<file path="src/rtl/core/lcae_pkg.sv">
`default_nettype none

package lcae_pkg;

    // Grid geometry
    localparam int GRID_ROWS = 64;
    localparam int GRID_COLS = 64;

    // Field widths
    localparam int OP_W  = 2;
    localparam int ROW_W = 6;
    localparam int COL_W = 6;
    localparam int GEN_W = 16;

    // Rotation counter and compare widths
    localparam int CNT_W     = $clog2(GRID_ROWS);
    localparam int CMP_W     = (CNT_W > ROW_W) ? CNT_W : ROW_W;
    localparam int COL_IDX_W = $clog2(GRID_COLS);
    localparam int COL_CMP_W = COL_W + 1;

    // Rule constants
    localparam logic [3:0] BIRTH_COUNT  = 4'd3;
    localparam logic [3:0] SURVIVE_LOW  = 4'd2;
    localparam logic [3:0] SURVIVE_HIGH = 4'd3;

    typedef logic [OP_W-1:0]      opcode_t;
    typedef logic [ROW_W-1:0]     row_addr_t;
    typedef logic [COL_W-1:0]     col_addr_t;
    typedef logic [GEN_W-1:0]     gen_count_t;
    typedef logic [GRID_COLS-1:0] row_word_t;

    localparam opcode_t OP_WRITE = 2'd0;
    localparam opcode_t OP_READ  = 2'd1;
    localparam opcode_t OP_STEP  = 2'd2;

endpackage

`default_nettype wire

</file>
<file path="src/rtl/core/lcae_row_cell.sv">
`default_nettype none

module lcae_row_cell
(
    input  wire logic                clk,
    input  wire logic                rst_n,
    input  wire logic                shift_en,
    input  wire lcae_pkg::row_word_t d,
    output lcae_pkg::row_word_t      q
);
    import lcae_pkg::*;

    row_word_t word_reg;
    row_word_t word_next;

    // Take the neighbour's row on every rotation step, hold otherwise
    always_comb
    begin
        word_next = shift_en ? d : word_reg;
    end

    always_ff @(posedge clk or negedge rst_n)
    begin
        if (!rst_n)
        begin
            word_reg <= '0;
        end
        else
        begin
            word_reg <= word_next;
        end
    end

    assign q = word_reg;

endmodule

`default_nettype wire

</file>
<file path="config.mk">
export PLATFORM = sky130hd
export DESIGN_NAME = lcae_row_cell
export DESIGN_NICKNAME = d
export VERILOG_FILES = /design/src/rtl/core/lcae_pkg.sv /design/src/rtl/core/lcae_row_cell.sv
export SDC_FILE = /design/constraint.sdc
export NUM_CORES = 1
export LEC_CHECK = 0
export BUFFER_PORTS_ARGS = -buffer_cell sky130_fd_sc_hd__buf_2
export CAP_MARGIN = 30
export CORE_ASPECT_RATIO = 0.8
export CORE_MARGIN = 2
export CORE_UTILIZATION = 46
export CTS_CLUSTER_DIAMETER = 200
export DETAILED_ROUTE_END_ITERATION = 7
export HOLD_SLACK_MARGIN = 0.06
export PLACE_DENSITY = 0.8
export RECOVER_POWER = 25
export SLEW_MARGIN = 25
export SYNTH_ARGS = -nofsm -noshare
export SYNTH_HDL_FRONTEND = slang
export SYNTH_SLANG_ARGS = --single-unit
export TNS_END_PERCENT = 10
</file>
<file path="constraint.sdc">
create_clock -name clk -period 1.23 [get_ports clk]
set_clock_uncertainty 0.2 [all_clocks]
set_input_delay 0.123 -clock clk [delete_from_list [all_inputs] [get_ports clk]]
set_output_delay 0.123 -clock clk [all_outputs]
set_load 0.02 [all_outputs]
</file>
### Word-level counts from Yosys, hierarchy flattened

Index checks and enable logic that the tools add are counted.

* flip-flop bits (word level): 64
* input bits: 67
* output and inout port bits: 64
* word-level logic and storage cells: 1

### Depth between registers and ports, before layout

* depth after elaboration: 0
* mapped depth: 3
* gate-level depth less buffers: 1

### Worst setup path after synthesis

Ideal clock, no wire load.

* path kind: in2reg
* from: in shift_en
* to: reg word_reg[10], in the netlist q[10]
* setup time: 125 ps
* arrival: 729 ps
* required time: 905 ps
* slack: 176 ps
* stages: 3
* path buffers: 2
* cell sequence: buf_6 > buf_12 > mux2_4

RTL lines
* start, declared: line lcae_row_cell.sv:7 `input wire logic shift_en,`
* end signal, assigned: line lcae_row_cell.sv:30 `word_reg <= word_next;`
* end, declared: line lcae_row_cell.sv:13 `row_word_t word_reg;`

No word-level cell between the ends.

### Worst setup path in the final report

* from: in shift_en
* to: reg word_reg[45], in the netlist q[45]

No word-level cell between the ends.

==> results.json <==
{
  "num_vias": 1961,
  "drt_iter0_drc": 52,
  "insertedDiodeCount": 0,
  "vdd_drop_max_mv": 0.873,
  "hold_viol": 0,
  "cts_root_buffer": "clkbuf_8",
  "maxCapViolations": 0,
  "place_ws_ns": 0.0303,
  "slew_violations": 0,
  "swShare": 0.266,
  "slew_headroom": 0.716,
  "slowest_stage": "dlygate4sd3_1",
  "nNetsFinal": 414,
  "required_ns": 1.24,
  "path_clk_slew_ns": 0.07,
  "fmax_ghz": 0.817,
  "drt_wl_total_um": 7290,
  "io_pins": 131,
  "cts.path.max_buffers": 2,
  "grtUsageTotal": 0.227,
  "slowest_delay_ns": 0.63,
  "largest_register_ffs": 64,
  "critPathKind": "in -> reg",
  "grt_start_max_net_pins": 32,
  "place_inst": 343,
  "finalSetupTns_ns": 0,
  "setup_viol": 0,
  "clock_insertion_delay_worst_skew_ns": 0.32,
  "htreeDepth": 3,
  "r2r-end": "q[50]",
  "r2r_cells": 2,
  "placed_area_sq_um": 3410,
  "cts.sinks": 64,
  "place_congestion": 0.750,
  "rsz0062_at_grt": "true",
  "cp.arrival_ns": 1.23,
  "cp-end-kind": "flop",
  "period_share": 0.995,
  "fp.dieW_um": 89.3,
  "syn_area_sq_um": 2680,
  "coreArea_sq_um": 5530,
  "die_h_um": 72.3,
  "pwr-share-clk": 0.306,
  "hold_path_class": "in -> async",
  "worstPathMaxFanout": 6,
  "post-route-util": 0.795,
  "combPwrFrac": 0.250,
  "fp-row-count": 24,
  "p_switching_mw": 1.47,
  "synth_area_leaders": "dfrtp_1, mux2_4, buf_12",
  "antenna_found_initial": 0,
  "synth_cell_types": 5,
  "grt_pass1_wl_um": 10600,
  "crit_path_end": "q[45]",
  "outcome": "complete, no violations",
  "cts_buffers": 9,
  "intPower_mw": 4.06,
  "hold_ws_ns": 0.0785,
  "gr-total-overflow": 0,
  "pwr-share-seq": 0.444,
  "r2r_slack_ns": 0.10,
  "synth.net_count": 202,
  "p_leak_nw": 2.26,
  "final_area_sq_um": 4390,
  "ys.warnings.count": 0,
  "viasPerCell": 4.57,
  "syn_avg_cell_area_sq_um": 19.8,
  "finalPower_mw": 5.53,
  "layout_commonest_cell": "buf_2",
  "synth.ff_latch_count": 64,
  "critical_path.cell_chain": "buf_4 -> dlygate4sd3_1 -> mux2_4",
  "worst_slack_ns": 0.00595,
  "grt_pass1_vias": 2112,
  "drc": 0,
  "ant_nets": 0,
  "io_buffers": 130,
  "tightest_slew_ns": 0.426,
  "final_cell_mix": "buf_2, dlygate4sd3_1, dfrtp_1",
  "start_util": 0.485,
  "fin_crit_ns": 1.22,
  "crit_start": "shift_en",
  "netlist_instances": 135,
  "synth_top_area_cell": "dfrtp_1",
  "cts_tree": "yes",
  "area_growth_pct": 64.0,
  "p_per_area_nw_per_um2": 1260,
  "layout-drive-gt1-share": 0.627,
  "instances_no_fill": 429,
  "netlist.area_leader.share": 0.598,
  "wl_per_cell_um": 17.0,
  "critPathLaunchType": "input pin",
  "synth_seq_area_share": 0.598,
  "rr_startpoint": "q[50]",
  "drt_first_pass_iters": 4,
  "die_area_sq_um": 6450
}
[layout make-up]
cell class	count	area [sq um]
timing repair buffer	208	1560
tap	78	97.6
sequential	64	1600
fill	318	1130
clock buffer	11	141
multi-input combinational	64	946
clock inverter	4	45.0
[critical path, delay by kind of cell]
family,cells,cell delay [ns]
multiplexers,1,0.31
buffers and inverters,2,0.79
[cell families (layout without fill, tap and decap cells)]
family / after synthesis / in the layout / synth area share
flops: 64 / 64 / 0.598
buf+inv: 7 / 223 / 0.0490
mux: 64 / 64 / 0.353
[how the worst min path moves through the flow]
stage | start | cells past startpoint | endpoint
2_1_floorplan | rst_n | 0 | q[0]
3_3_place_gp | rst_n | 1 | q[9]
3_5_place_dp | rst_n | 1 | q[10]
4_1_cts | rst_n | 2 | q[10]
5_1_grt | rst_n | 2 | q[9]
6_report | rst_n | 2 | q[9]
[synth_stat cells]
cell     number
dfrtp_1      64
buf_12        6
mux2_4       60
mux2_2        4
buf_6         1
[repair_timing]
| action | 4_1_cts | 5_1_grt |
|---|---|---|
| resized for setup | 0 | 31 |
| endpoints found under the hold margin | 128 | 0 |
| buffers inserted | 0 | 5 |
| setup endpoints to repair | 0 | 48 |
| hold buffers | 66 | 0 |
[power groups by stage]
| stage | logic [mW] | clock network (mW) | registers (mW) |
|---|---|---|---|
| finish | 1.38 | 1.69 | 2.46 |
| global placement | 1.09 | 0 | 2.46 |
| CTS | 1.29 | 1.76 | 2.44 |
| detailed placement | 1.12 | 0 | 2.47 |
| floorplan | 0.428 | 0 | 2.73 |
| global route | 1.45 | 1.84 | 2.48 |
[routing by layer]
layer  routed length [um]  vias up  GRT usage
met2                 3910       80      0.417
met3                  404       13     0.0739
met5                    0        -          0
met1                 2820      977      0.246
li1                     -      891          -
met4                  160        0     0.0713
No activity file was read; power rests on OpenSTA's default activity.
