File: src/rtl/core/lcae_pkg.sv
`default_nettype none

package lcae_pkg;

    // Grid geometry
    localparam int GRID_ROWS = 64;
    localparam int GRID_COLS = 64;

    // Field widths
    localparam int OP_W  = 2;
    localparam int ROW_W = 6;
    localparam int COL_W = 6;
    localparam int GEN_W = 16;

    // Rotation counter and compare widths
    localparam int CNT_W     = $clog2(GRID_ROWS);
    localparam int CMP_W     = (CNT_W > ROW_W) ? CNT_W : ROW_W;
    localparam int COL_IDX_W = $clog2(GRID_COLS);
    localparam int COL_CMP_W = COL_W + 1;

    // Rule constants
    localparam logic [3:0] BIRTH_COUNT  = 4'd3;
    localparam logic [3:0] SURVIVE_LOW  = 4'd2;
    localparam logic [3:0] SURVIVE_HIGH = 4'd3;

    typedef logic [OP_W-1:0]      opcode_t;
    typedef logic [ROW_W-1:0]     row_addr_t;
    typedef logic [COL_W-1:0]     col_addr_t;
    typedef logic [GEN_W-1:0]     gen_count_t;
    typedef logic [GRID_COLS-1:0] row_word_t;

    localparam opcode_t OP_WRITE = 2'd0;
    localparam opcode_t OP_READ  = 2'd1;
    localparam opcode_t OP_STEP  = 2'd2;

endpackage

`default_nettype wire

File: src/rtl/core/lcae_rule_unit.sv
`default_nettype none

module lcae_rule_unit
(
    input  wire lcae_pkg::row_word_t above,
    input  wire lcae_pkg::row_word_t middle,
    input  wire lcae_pkg::row_word_t below,
    input  wire logic                border_row,
    output lcae_pkg::row_word_t      next_word
);
    import lcae_pkg::*;

    // Per-column neighbour count and B3/S23 decision; edge columns stay dead
    always_comb
    begin
        logic [3:0] n;
        next_word = '0;
        for (int c = 1; c < GRID_COLS - 1; c++)
        begin
            n = 4'({3'b0, above[c-1]}) + 4'({3'b0, above[c]}) + 4'({3'b0, above[c+1]})
              + 4'({3'b0, middle[c-1]}) + 4'({3'b0, middle[c+1]})
              + 4'({3'b0, below[c-1]}) + 4'({3'b0, below[c]}) + 4'({3'b0, below[c+1]});
            if (middle[c])
            begin
                next_word[c] = (n >= SURVIVE_LOW) && (n <= SURVIVE_HIGH);
            end
            else
            begin
                next_word[c] = (n == BIRTH_COUNT);
            end
        end
        if (border_row)
        begin
            next_word = '0;
        end
    end

endmodule

`default_nettype wire

File: config.mk
export PLATFORM = sky130hd
export DESIGN_NAME = lcae_rule_unit
export DESIGN_NICKNAME = d
export VERILOG_FILES = /design/src/rtl/core/lcae_pkg.sv /design/src/rtl/core/lcae_rule_unit.sv
export SDC_FILE = /design/constraint.sdc
export NUM_CORES = 1
export LEC_CHECK = 0
export ABC_AREA = 1
export BUFFER_PORTS_ARGS = -buffer_cell sky130_fd_sc_hd__buf_2
export CAP_MARGIN = 10
export CORE_MARGIN = 3
export CORE_UTILIZATION = 45
export DETAILED_ROUTE_END_ITERATION = 16
export GPL_ROUTABILITY_DRIVEN = 0
export PLACE_DENSITY = 0.69
export SETUP_SLACK_MARGIN = 0.4
export SYNTH_ARGS = -nofsm -noshare
export SYNTH_HDL_FRONTEND = slang
export SYNTH_SLANG_ARGS = --single-unit
File: constraint.sdc
create_clock -name vclk -period 9.4
set_input_delay 1.88 -clock vclk [all_inputs]
set_output_delay 1.88 -clock vclk [all_outputs]
set_load 0.01 [all_outputs]
# Yosys cells after proc, flatten, opt, wreduce, memory -nomap -nowiden
# Index checks and enable logic that the tools add are counted.
# totals
wordCells	745
inputBits	193
register_bits	0
# op_classes
eq_ne	62
reduce_logical	62
mux	63
order_cmp	124
n_addsub	434
# ops
op	count
4-bit by 1-bit adder with 4-bit output	248
3-bit by 1-bit adder with 4-bit output	62
4-bit by 2-bit == test with 1-bit output, second input constant	62
4-bit by 2-bit >= comparator with 1-bit output, second input constant	62
4-bit by 2-bit less-or-equal comparator with 1-bit output, second input constant	62
2-bit by 1-bit adder with 3-bit output	62
1-bit by 1-bit adder with 2-bit output	62
63-bit 2-to-1 mux	1
1-bit logical AND	62
1-bit 2-to-1 mux	62

# Longest topological paths before layout
# Gate-level depths: netlist (run 1).
# logic_depth
ltp_word	11
ltp_mapped	11
mapped_depth_nobuf	11

# Worst setup path after synthesis (run 1)
# Ideal clock, no wire load.
# synth_timing
path_kind	input-to-output
from	input port above[54]
to	output port next_word[55]
cell_stages	11
setup_slack_ps	3089
t_arrival_ps	4431
path_cell_list	inv_1 -> fa_1 -> fa_1 -> fa_1 -> inv_1 -> ha_1 -> inv_1 -> fa_1 -> nor2_1 -> nand3_1 -> a21oi_1
# synth_between
elab_chain_cells	11
# synth_lines
element	line	source
start, declared	lcae_rule_unit.sv:5	input wire lcae_pkg::row_word_t above,
1-bit by 1-bit adder with 2-bit output (*)	lcae_rule_unit.sv:20	n = 4'({3'b0, above[c-1]}) + 4'({3'b0, above[c]}) + 4'({3'b0, above[c+1]})
2-bit by 1-bit adder with 3-bit output (*)	lcae_rule_unit.sv:20	
3-bit by 1-bit adder with 4-bit output (*)	lcae_rule_unit.sv:21	+ 4'({3'b0, middle[c-1]}) + 4'({3'b0, middle[c+1]})
4-bit by 1-bit adder with 4-bit output (*)	lcae_rule_unit.sv:21	
4-bit by 1-bit adder with 4-bit output (*) (3 in series)	lcae_rule_unit.sv:22	+ 4'({3'b0, below[c-1]}) + 4'({3'b0, below[c]}) + 4'({3'b0, below[c+1]});
4-bit by 2-bit >= comparator with 1-bit output or 4-bit by 2-bit less-or-equal comparator with 1-bit output (tied branches)	lcae_rule_unit.sv:25	next_word[c] = (n >= SURVIVE_LOW) && (n <= SURVIVE_HIGH);
1-bit logical AND	lcae_rule_unit.sv:25	
1-bit 2-to-1 mux (*)	lcae_rule_unit.sv:23	if (middle[c])
63-bit 2-to-1 mux (*)	lcae_rule_unit.sv:32	if (border_row)
end, declared	lcae_rule_unit.sv:9	output lcae_pkg::row_word_t next_word
# Mark *: on every way between the ends. The rest lies on a longest branch, timed or not.

# Worst setup path in the final report (run 1)
# layout_timing
from	input port above[22]
to	output port next_word[23]
# Same word-level chain as after synthesis.

==> impl_results.md, run 1 <==
- Worst Hold Class: in -> out
- Initial antenna violation count: 4
- CP max stage delay: 550 ps
- Crit Path Max Fanout: 2
- Wire length per cell: 11.9 um
- Worst slew pin tran: 893 ps
- Post-Syn Area: 12000 um2
- Core Rows: 59
- Final HPWL DP: 23900 um
- Number of port buffers: 255
- Die height: 170 um
- Status: completed
- CP required: 7520 ps
- Drc violations: 0
- Yosys warning count: 0
- Drt pass-1 iters: 4
- Placed cell area: 13700 um2
- Synth cell types: 15
- CTS Hold Bufs: 0
- Power density over cell area: 102 nW/um2
- Starting Density: 46.0%
- Core area: 26200 um2
- Layout overhead on the synthesized area: 13.4%
- Crit path DAT: 4860 ps
- Fin worst setup slack: 2660 ps
- Crit. End Element: output port
- DR vias/cell: 4.49
- Area of the multi-input gates: 9620 um2
- Rel. slew slack: 40.5%
- Cell Count, Final, Fillers Out: 2120
- Maximum clock frequency: 148 MHz
- Post-CTS sizing: 0
- Max Cap Violations: 0
- Total track usage: 17.8%
- Register area share after synthesis: 0%
- Starting DRT DRC Count: 260
- Total power: 1.39 mW
- Vias after detailed routing: 9521
- Flip-flop and latch area: 0 um2
- Sum Neg Setup Slack: 0 ps
- Crit-path cells: buf_2, inv_1, fa_1, fa_1, fa_1, inv_1, ha_1, inv_1, fa_1, nor2_1, nand3_1, nor2_1, buf_2
- Leak pwr: 8.40 nW
- Vias in the first global route: 10.0k
- IO Count: 257
- Commonest cells after routing, fill and taps aside: inv_1 (621), buf_2 (255), fa_1 (248)
- Fin crit share: 71.7%
- Final setup violation count: 0
- CLK BUF: 0
- Synth Instances: 1536
- Largest net degree at the start of global routing: 63
- Setup WS pre-CTS: 2690 ps
- First-pass GRT wire length: 43700 um
- Layout cells sized above 1: 18.9%
- Final Instance Area: 13700 um2
- Max IR drop VDD: 0.0000462 V
- Fin crit period: 6740 ps
- # fillers: 2509
- Hold Vio Cnt, Final: 0
- Die width: 170 um
- Crit path launch type: input pin
- Placed Cells: 2119
- Cell repeated most along the worst path: fa_1
- Grt ovf: 0
- Setup Crit Path Kind: in -> out
- Sequential cells: 0
- Nets: 2413
- Wirelength, routed: 25200 um
- Critical path's slowest cell: fa_1
- Final slew viol count: 0
- RSZ-0062 raised after global routing: false
- Mean Syn Cell Area: 7.84 um2
- Die ar.: 28800 um2
- Post-route ant nets: 0
- Post-CTS setup buffer count: 0
- Commonest non-fill, non-tap cell in the layout: inv_1
==> area by class of cell <==
cell class                 count  area share, %
multi-input combinational    907           70.4
antenna                        1         0.0183
tap                          335           3.07
inverter                     621           17.1
timing repair buffer         256           9.40
==> stage by stage <==
step           hold WS [ps]  util [%]
4_1_cts                4210      52.1
6_report               4220      52.1
3_3_place_gp           4210      52.1
5_1_grt                4240      52.1
3_5_place_dp           4210      52.1
2_1_floorplan          3940         -
==> cell usage after synthesis <==
cell type	number	area, um2
a21boi_0	33	248
buf_4	2	15.0
or2_2	66	413
ha_1	186	2330
a21oi_2	15	131
nand3_1	62	310
fa_1	248	4960
inv_1	621	2330
nor2_1	135	507
nor2_2	1	6.26
nand3b_1	25	188
nand2_1	120	450
a21oi_1	14	70.1
buf_6	7	78.8
conb_1	1	3.75
==> kinds of logic (layout without fill, tap and decap cells) <==
| family | after synthesis | after routing | synth area share (%) |
|---|---|---|---|
| AO/OA/AOI/OAI | 62 | 62 | 3.73 |
| adder cells (fa/ha/maj) | 434 | 434 | 60.5 |
| buffers and inverters | 630 | 877 | 20.1 |
| other | 1 | 3 | 0.0311 |
| AND/OR/NAND/NOR | 409 | 409 | 15.6 |
==> routing by layer <==
metal | track usage (%) | wire, um
met1 | 24.5 | 11300
met2 | 32.4 | 12600
met3 | 1.30 | 1050
met4 | 1.07 | 182
met5 | 0 | 45
==> where the power goes <==
part | leakage, nW | total [mW] | switching (mW) | internal, mW
registers | 0 | 0 | 0 | 0
logic | 8.40 | 1.39 | 0.768 | 0.620
clock network | 0.00000634 | 0.0000000142 | 0 | 0.0000000142
total | 8.40 | 1.39 | 0.768 | 0.620
==> worst max-delay path, delay by kind of cell <==
kind	cells	cell delay, ps
adder cells (fa/ha/maj)	5	2070
buffers and inverters	5	470
AND/OR/NAND/NOR	3	440
==> final timing paths <==
check                   from            end  slack (ps)  depth (start not counted)
hold / removal    middle[49]  next_word[49]        4220                          5
setup / recovery   above[22]  next_word[23]        2660                         13
Note: power is estimated with default switching activity, not from simulation.
==> run 2, diff against run 1 <==
PLACE_DENSITY = 0.72   (was 0.69)
clock period = 5.8 ns   (was 9.4 ns; I/O delays follow)
==> impl_results.md, run 2 (synthesis gave the netlist of run 1 again) <==
- Hold Vio Cnt, Final: 0
- Core Rows: 59
- Core area: 26200 um2
- Vias after detailed routing: 9508
- Crit Path Max Fanout: 3
- Sum Neg Setup Slack: 0 ps
- DR vias/cell: 4.48
- Grt ovf: 0
- Wire length per cell: 11.8 um
- First-pass GRT wire length: 43400 um
- Max IR drop VDD: 0.0000754 V
- Final slew viol count: 0
- Wirelength, routed: 25100 um
- Setup Crit Path Kind: in -> out
- Area of the multi-input gates: 9630 um2
- Setup WS pre-CTS: 504 ps
- Worst Hold Class: in -> out
- Initial antenna violation count: 8
- Die height: 170 um
- Crit path launch type: input pin
- Commonest cells after routing, fill and taps aside: inv_1 (621), buf_2 (255), fa_1 (248)
- Sequential cells: 0
- Post-route ant nets: 0
- Starting Density: 46.0%
- Power density over cell area: 164 nW/um2
- Status: completed
- Fin worst setup slack: 537 ps
- Die width: 170 um
- Final HPWL DP: 24000 um
- Post-CTS setup buffer count: 0
- IO Count: 257
- Layout overhead on the synthesized area: 13.6%
- Vias in the first global route: 10.0k
- RSZ-0062 raised after global routing: false
- Largest net degree at the start of global routing: 63
- Nets: 2413
- Placed Cells: 2119
- Leak pwr: 8.40 nW
- Total track usage: 17.7%
- Starting DRT DRC Count: 235
- Drc violations: 0
- Die ar.: 28800 um2
- CP required: 4640 ps
- Number of port buffers: 255
- # fillers: 2540
- Fin crit share: 90.7%
- Maximum clock frequency: 190 MHz
- Crit path DAT: 4100 ps
- Flip-flop and latch area: 0 um2
- Layout cells sized above 1: 19.1%
- Commonest non-fill, non-tap cell in the layout: inv_1
- Fin crit period: 5260 ps
- Max Cap Violations: 0
- CLK BUF: 0
- Drt pass-1 iters: 6
- Final setup violation count: 0
- Crit. End Element: output port
- Cell Count, Final, Fillers Out: 2121
[run 2: cell types whose count changed in the layout (fill, tap and decap cells not counted), sizes merged]
cell,delta
diode,+1
[run 2: metrics by stage]
step	power, mW	hold WS [ps]	area, um2	util (%)
finish	2.25	2770	13700	52.2
CTS	2.29	2770	13700	52.2
global placement	2.16	2760	13700	52.2
floorplan	1.68	2500	12000	-
global route	2.68	2810	13700	52.2
detailed placement	2.27	2770	13700	52.2
[run 2: what timing repair did]
action | 4_1_cts | 5_1_grt
hold buffers | 0 | 0
endpoints found under the setup margin | 0 | 3
gates resized for setup | 0 | 3
[run 2: worst max-delay path, stage by stage]
cell and delay, ps:
buf_2 100, inv_1 180, fa_1 470, fa_1 470, fa_1 490, inv_1 40, ha_1 190, inv_1 70
fa_1 400, nor2_1 110, nand3_1 100, nor2_2 160, buf_2 160
[run 2: power by group]
part           internal, mW    total (mW)  switching (mW)
registers                 0             0               0
logic                  1.01          2.25            1.24
clock network  0.0000000461  0.0000000461               0
[run 2: area by class of cell]
| type | instances | area share [%] |
|---|---|---|
| well taps | 335 | 3.06 |
| repair buffers | 256 | 9.47 |
| multi-input cells | 907 | 70.4 |
| inverters | 621 | 17.0 |
| diodes | 2 | 0.0366 |
[run 2: path summary, 6_finish.rpt]
kind              startpoint            end  slack (ps)  depth (start not counted)
hold / removal    middle[40]  next_word[40]        2770                          5
setup / recovery  middle[28]  next_word[29]         540                         13
[run 2: routing by layer]
layer | vias up | wire (um) | GRT usage (%)
met5 | - | 59 | 0
met4 | 12 | 297 | 1.78
li1 | 4820 | - | -
met2 | 211 | 12700 | 32.9
met3 | 33 | 1200 | 1.91
met1 | 4432 | 10900 | 23.0
